### src/hw/rtl/cpd_pkg.sv
package cpd_pkg;

    localparam int MAX_POINTS = 1024;
    localparam int COORD_BITS = 16;

    localparam int IDX_W  = $clog2(MAX_POINTS);
    localparam int CNT_W  = $clog2(MAX_POINTS + 1);
    localparam int MAG_W  = COORD_BITS + 1;
    localparam int SQ_W   = 2 * COORD_BITS + 2;
    localparam int ROOT_W = SQ_W + 1;

    localparam int DIST_W = 17;
    localparam int SEEN_W = 11;

    localparam int QDEPTH = 2;
    localparam int QPTR_W = $clog2(QDEPTH);
    localparam int QCNT_W = $clog2(QDEPTH + 1);

    localparam logic [SQ_W-1:0]   SQ_ALL_ONES = {SQ_W{1'b1}};
    localparam logic [ROOT_W-1:0] SQ_BIT0     = ROOT_W'(1) << (SQ_W - 2);

    typedef struct packed {
        logic                         valid;
        logic signed [COORD_BITS-1:0] x;
        logic signed [COORD_BITS-1:0] y;
        logic                         last;
    } t_req;

    typedef struct packed {
        logic signed [COORD_BITS-1:0] x;
        logic signed [COORD_BITS-1:0] y;
        logic                         last;
    } t_point;

    typedef enum logic [2:0] {
        ST_IDLE,
        ST_SCAN,
        ST_DRAIN,
        ST_SQRT,
        ST_OUT
    } t_state;

    typedef struct packed {
        logic pop;
        logic wr;
        logic issue;
        logic sq_start;
        logic sq_step;
        logic out_load;
    } t_bctl;

    // difference needs one bit more than the magnitude to keep its sign
    function automatic logic [MAG_W-1:0] abs_diff(
        input logic signed [COORD_BITS-1:0] a,
        input logic signed [COORD_BITS-1:0] b
    );
        logic [MAG_W:0] d;
        logic [MAG_W:0] m;
        d = {{2{a[COORD_BITS-1]}}, a} - {{2{b[COORD_BITS-1]}}, b};
        m = d[MAG_W] ? (~d + (MAG_W+1)'(1)) : d;
        return m[MAG_W-1:0];
    endfunction

endpackage

### src/hw/rtl/cpd_front.sv
module cpd_front
    import cpd_pkg::*;
(
    input  logic                         i_clk,
    input  logic                         i_rst_n,
    input  logic                         i_push,
    input  logic signed [COORD_BITS-1:0] i_point_x,
    input  logic signed [COORD_BITS-1:0] i_point_y,
    input  logic                         i_last_point,
    output logic                         o_full,
    output t_req                         o_req,
    input  logic                         i_pop
);

    t_point            r_q [QDEPTH];
    logic [QPTR_W-1:0] r_wp;
    logic [QPTR_W-1:0] r_rp;
    logic [QCNT_W-1:0] r_cnt;
    logic              wr;
    logic              rd;

    assign o_full = (r_cnt == QCNT_W'(QDEPTH));
    assign wr     = i_push && !o_full;
    assign rd     = i_pop && (r_cnt != '0);

    // queue slot count and pointers
    always_ff @(posedge i_clk) begin
        if (!i_rst_n) begin
            r_wp  <= '0;
            r_rp  <= '0;
            r_cnt <= '0;
        end else begin
            if (wr) begin
                r_wp <= (r_wp == QPTR_W'(QDEPTH - 1)) ? '0 : r_wp + QPTR_W'(1);
            end
            if (rd) begin
                r_rp <= (r_rp == QPTR_W'(QDEPTH - 1)) ? '0 : r_rp + QPTR_W'(1);
            end
            if (wr && !rd) begin
                r_cnt <= r_cnt + QCNT_W'(1);
            end else if (rd && !wr) begin
                r_cnt <= r_cnt - QCNT_W'(1);
            end
        end
    end

    always_ff @(posedge i_clk) begin
        if (wr) begin
            r_q[r_wp] <= '{x: i_point_x, y: i_point_y, last: i_last_point};
        end
    end

    always_comb begin
        o_req.valid = (r_cnt != '0);
        o_req.x     = r_q[r_rp].x;
        o_req.y     = r_q[r_rp].y;
        o_req.last  = r_q[r_rp].last;
    end

endmodule

### config.mk
export PLATFORM = sky130hd
export DESIGN_NAME = cpd_front
export DESIGN_NICKNAME = d
export VERILOG_FILES = /design/src/hw/rtl/cpd_pkg.sv /design/src/hw/rtl/cpd_front.sv
export SDC_FILE = /design/constraint.sdc
export NUM_CORES = 1
export LEC_CHECK = 0
export BUFFER_PORTS_ARGS = -buffer_cell sky130_fd_sc_hd__buf_2
export CAP_MARGIN = 20
export CORE_ASPECT_RATIO = 0.5
export CORE_UTILIZATION = 55
export CTS_CLUSTER_SIZE = 14
export DETAILED_ROUTE_END_ITERATION = 16
export PLACE_DENSITY = 0.86
export SYNTH_ARGS = -nofsm -noshare
export SYNTH_HDL_FRONTEND = slang
export SYNTH_SLANG_ARGS = --single-unit
### constraint.sdc
create_clock -name i_clk -period 4.4 [get_ports i_clk]
set_input_delay 0.44 -clock i_clk [delete_from_list [all_inputs] [get_ports i_clk]]
set_output_delay 0.44 -clock i_clk [all_outputs]
set_load 0.005 [all_outputs]
Word-level counts from Yosys, hierarchy flattened
Memory sizes are Yosys's and may differ from the RTL's. A register that Yosys moved wholly into a read port is not among the register bits.
Index checks and enable logic that the tools add are counted.
{"block": "totals", "reg_bits": 4, "ramBits": 66, "in_bits": 37, "out_inout_bits": 35, "wordCells": 26, "n_memories": 1}
{"block": "op_classes", "addsub": 4, "eq_ne": 1, "n_mux": 8, "n_reduce_logical": 9}
{"name": "r_q", "depth": 2, "word_bits": 33, "read_ports": 1, "rd_ports_with_merged_regs": 1, "wr": 1, "line": "cpd_front.sv:15", "rtl": "t_point r_q [QDEPTH];"}
{"cell": "$mux W1", "n": 6}
{"cell": "$logic_and A1 B1 Y1", "n": 4}
{"cell": "$mux W2", "n": 2}
{"cell": "$reduce_bool A2 Y1", "n": 2}
{"cell": "$logic_not A1 Y1", "n": 3}
{"cell": "$add A1 B1 Y1 const B", "n": 2}
{"cell": "$add A2 B1 Y2 const B", "n": 1}
{"cell": "$eq A2 B2 Y1 const B", "n": 1}
{"cell": "$sub A2 B1 Y2 const B", "n": 1}

Depth between registers and ports, before layout
{"block": "depth", "depth_word": 7, "mapped_depth": 7, "depth_no_buf": 7}

Worst setup path before layout
OpenSTA, ideal clock, no wires.
{"block": "synth_timing", "path_kind": "register -> register", "start": "register r_cnt[0]", "end": "memory r_q[0][0] in the netlist's numbering (enable)", "setup_time_ps": 419, "arrival_time_ps": 1910, "required_time_ps": 3981, "setup_slack_ps": 2071, "stages_incl_launch_ff": 4, "synth_period_minus_slack_ps": 2329, "cell_sequence": "dfxtp_1 > nand2b_1 > inv_2 > nor3_2"}
{"block": "synth_via", "elab_chain_cells": 5}
{"item": "from (decl)", "line": "cpd_front.sv:18", "rtl": "logic [QCNT_W-1:0] r_cnt;"}
{"item": "from (signal assigned)", "line": "cpd_front.sv:40", "rtl": "r_cnt <= r_cnt + QCNT_W'(1);"}
{"item": "from (signal assigned)", "line": "cpd_front.sv:42", "rtl": "r_cnt <= r_cnt - QCNT_W'(1);"}
{"item": "$eq A2 B2 Y1", "line": "cpd_front.sv:22", "rtl": "assign o_full = (r_cnt == QCNT_W'(QDEPTH));"}
{"item": "net o_full", "line": "cpd_front.sv:10", "rtl": "output logic o_full,"}
{"item": "$logic_not A1 Y1", "line": "cpd_front.sv:23", "rtl": "assign wr = i_push && !o_full;"}
{"item": "$logic_and A1 B1 Y1", "line": "cpd_front.sv:23"}
{"item": "$mux W1", "line": "cpd_front.sv:48", "rtl": "if (wr) begin"}
{"item": "$mux W1 (not written as such)", "line": "cpd_front.sv:49", "rtl": "r_q[r_wp] <= '{x: i_point_x, y: i_point_y, last: i_last_point};"}
{"item": "to (decl)", "line": "cpd_front.sv:15"}
The timed path passes the listed nets, and every way through them passes these cells.

==> summary.md <==
| Metric | Value |
|---|---|
| Register area | `around 2100 um2` |
| Power Dens Cells | `about 550 nW/um2` |
| Slew headroom | `a little under three fifths` |
| Post-synthesis sequential area ratio | `79.77%` |
| Met1 Usage GRT | `between 20% and 30%` |
| Finished Layout Cells | `approximately 270` |
| Port bufs | `71` |
| Die area | `slightly above 5000 um2` |
| Share of the synthesized area in the top cell type | `75.93%` |
| Via count | `approximately 1400` |
| Die Wd | `between 90 and 100 um` |
| Placer Congestion | `between 0.7 and 0.8` |
| Cell count after placement | `approximately 260` |
| Yosys Warn Count | `0` |
| HP Start | `i_point_y[5]` |
| Worst Hold Class | `in -> reg` |
| Number of setup buffers added after CTS | `0` |
| RSZ-0062 raised after global routing | `no` |
| H-tree lvl count | `3` |
| Area Overhead vs Synth | `23.54%` |
| GR Util All Layers | `about 18%` |
| Post-DP Area | `3045 um2` |
| Commonest non-fill, non-tap cell in the layout | `buf_2` |
| Setup TNS | `0 ps` |
| Vias in the first global route | `about 1400` |
| Max_cap viols | `0` |
| Post_cts resized | `0` |
| Setup Skew | `between 4 and 5 ps` |
| Utilization after layout | `roughly 72%` |
| Cts hold-fix bufs | `0` |
| Post-DP HPWL | `about 2700 um` |
| Initial core utilization | `between 50% and 60%` |
| Synth area leader | `edfxtp_1` |
| Largest net degree at the start of global routing | `34` |
| Status | `complete, no violations` |
| Routing usage on met2 | `30.56%` |
| DRT Pass-1 Iters | `4` |
| Final nets | `247` |
| Fin. max-slew vios | `0` |
| Setup Viol. Count Final | `0` |
| Slew @ Worst Pin | `roughly 650 ps` |
| GR peak layer | `met2` |
| Synth area leaders | `edfxtp_1, mux2_2, dfxtp_1, buf_2, and2_1` |
| DR DRC count | `0` |
| Grt met3 use | `~6.5%` |
| Synth Cell Area | `approximately 2600 um2` |
| CTS tree | `yes` |
| Avg Inst Size Synth | `roughly 20 um2` |
| Max Buffers Root-to-Sink | `2` |
| Clk root buf | `clkbuf_8` |
| Layout fillers | `slightly below 300` |
| Nature of the critical path endpoint | `primary output` |
| Antenna cells | `0` |
| Final hold viol count | `0` |
| Net Count, Synth | `about 170` |
| Core footprint | `roughly 4500 um2` |
| Unique cell type count in the Yosys netlist | `21` |
| Share of cells above drive strength 1 | `between 50% and 60%` |
| Clk pin slew, worst setup/hold paths | `roughly 70 ps` |
| Maximum VDD drop | `between 0.3 and 0.4 mV` |
| Initial DRC Count | `42` |
| CP Launch Type | `flop` |
| Final period utilization | `between 50% and 60%` |
| Worst skew pair latency | `320 ps` |
| Total CTS buffers | `9` |
| Row cnt | `17` |
| Minimum clock period | `~2400 ps` |
| Path type of the worst setup path | `reg -> out` |
| Post-synthesis cell count | `between 100 and 150` |
| Vias per Instance | `slightly above 5` |
| Total Wirelength | `4070 um` |
| Die Height | `50.71 um` |
| Area occupied by multi-input gates | `approximately 510 um2` |
| WL/cell | `15.02 um` |
| F_max | `approximately 420 MHz` |
| Static leakage | `approximately 1.2 nW` |
| Global route overflow | `0` |
| Initial antenna violation count | `0` |
| Post-DRT Antenna Nets | `0` |
| Most frequent cells in the layout | `buf_2, edfxtp_1, mux2_2, clkbuf_8, dfxtp_1` |
| Post-route design area | `roughly 3200 um2` |
| RR Startpoint | `r_cnt[0]` |
| Clk sinks | `about 70` |
| First-pass GRT wire length | `between 6000 and 7000 um` |
| CP arrival | `roughly 2000 ps` |
| Seq cells post-synth | `71` |
| Hold_ws | `303.0 ps` |
| I/O pin total | `72` |
| Worst Path Required | `between 3000 and 4000 ps` |
| Crit-path max FO | `19` |
## Yosys cell counts
library cell  number
inv_2              1
xnor2_1            2
nor3_2             1
and2_1             3
nand2b_1           1
or3_1              1
a21boi_1           1
inv_1              1
o21a_1             1
a21boi_0           1
buf_2              4
o21ai_1            1
dfxtp_1            5
o21ai_0            1
and3_1             1
xor2_1             1
mux2_2            33
or2_2              1
ha_1               1
nor2_1             1
edfxtp_1          66
## final timing paths
path / to / slack, ps / depth (start not counted)
max: o_req[9] / 2000 / 3
min: r_q[0][6] / 300 / 1
max reg2reg: r_q[1][27] / 2510 / 3
min reg2reg: r_cnt[1] / 550 / 2
## cell families (layout without fill, tap and decap cells)
family | count (synthesis) | after routing | share of synthesized area (%)
AO/OA/AOI/OAI | 5 | 5 | 1.246
adder cells (fa/ha/maj) | 1 | 1 | 0.4793
AND/OR/NAND/NOR | 9 | 9 | 2.206
multiplexers | 33 | 33 | 14.24
buffers and inverters | 6 | 92 | 1.054
XOR/XNOR | 3 | 3 | 1.007
flip-flops | 71 | 71 | 79.77
## layer usage
metal | vias to the layer above | part of all wire [%]
met5 | - | 0
met4 | 0 | 1.4
met3 | 5 | 4.6
met2 | 33 | 55
met1 | 669 | 39
li1 | 657 | -
## critical path: stages (launching register included)
cell     delay (ps)
dfxtp_1         740
buf_4           390
mux2_2          370
buf_2           130
## report_power, final
part | switching [mW] | leakage, nW | total, mW | internal [mW]
registers | 0.0485 | 0.658 | 0.899 | 0.851
clock network | 0.209 | 0.0925 | 0.464 | 0.254
logic | 0.191 | 0.482 | 0.419 | 0.228
## layout make-up
class                   count  area share (%)
clock buffers              10           3.958
inverters                   2          0.2328
flip-flops and latches     71           64.57
well taps                  57           2.212
multi-input cells          51           15.72
repair buffers             74           11.72
clock inverters             6           1.591
## sequential cells by signal, summed over array words and instances (netlist names), named ones only
| name | flops |
|---|---|
| r_q | 66 |
| r_cnt | 2 |
| r_rp | 1 |
| r_wp | 1 |
## metrics by stage
| stage | power, mW | setup WS, ps |
|---|---|---|
| after global placement | 1.316 | 2370 |
| final | 1.782 | 2000 |
| after global routing | 1.881 | 1852 |
| after floorplan | 1.162 | 2071 |
| after CTS | 1.807 | 1963 |
| after detailed placement | 1.338 | 2331 |
(Power assumes the default switching activity.)
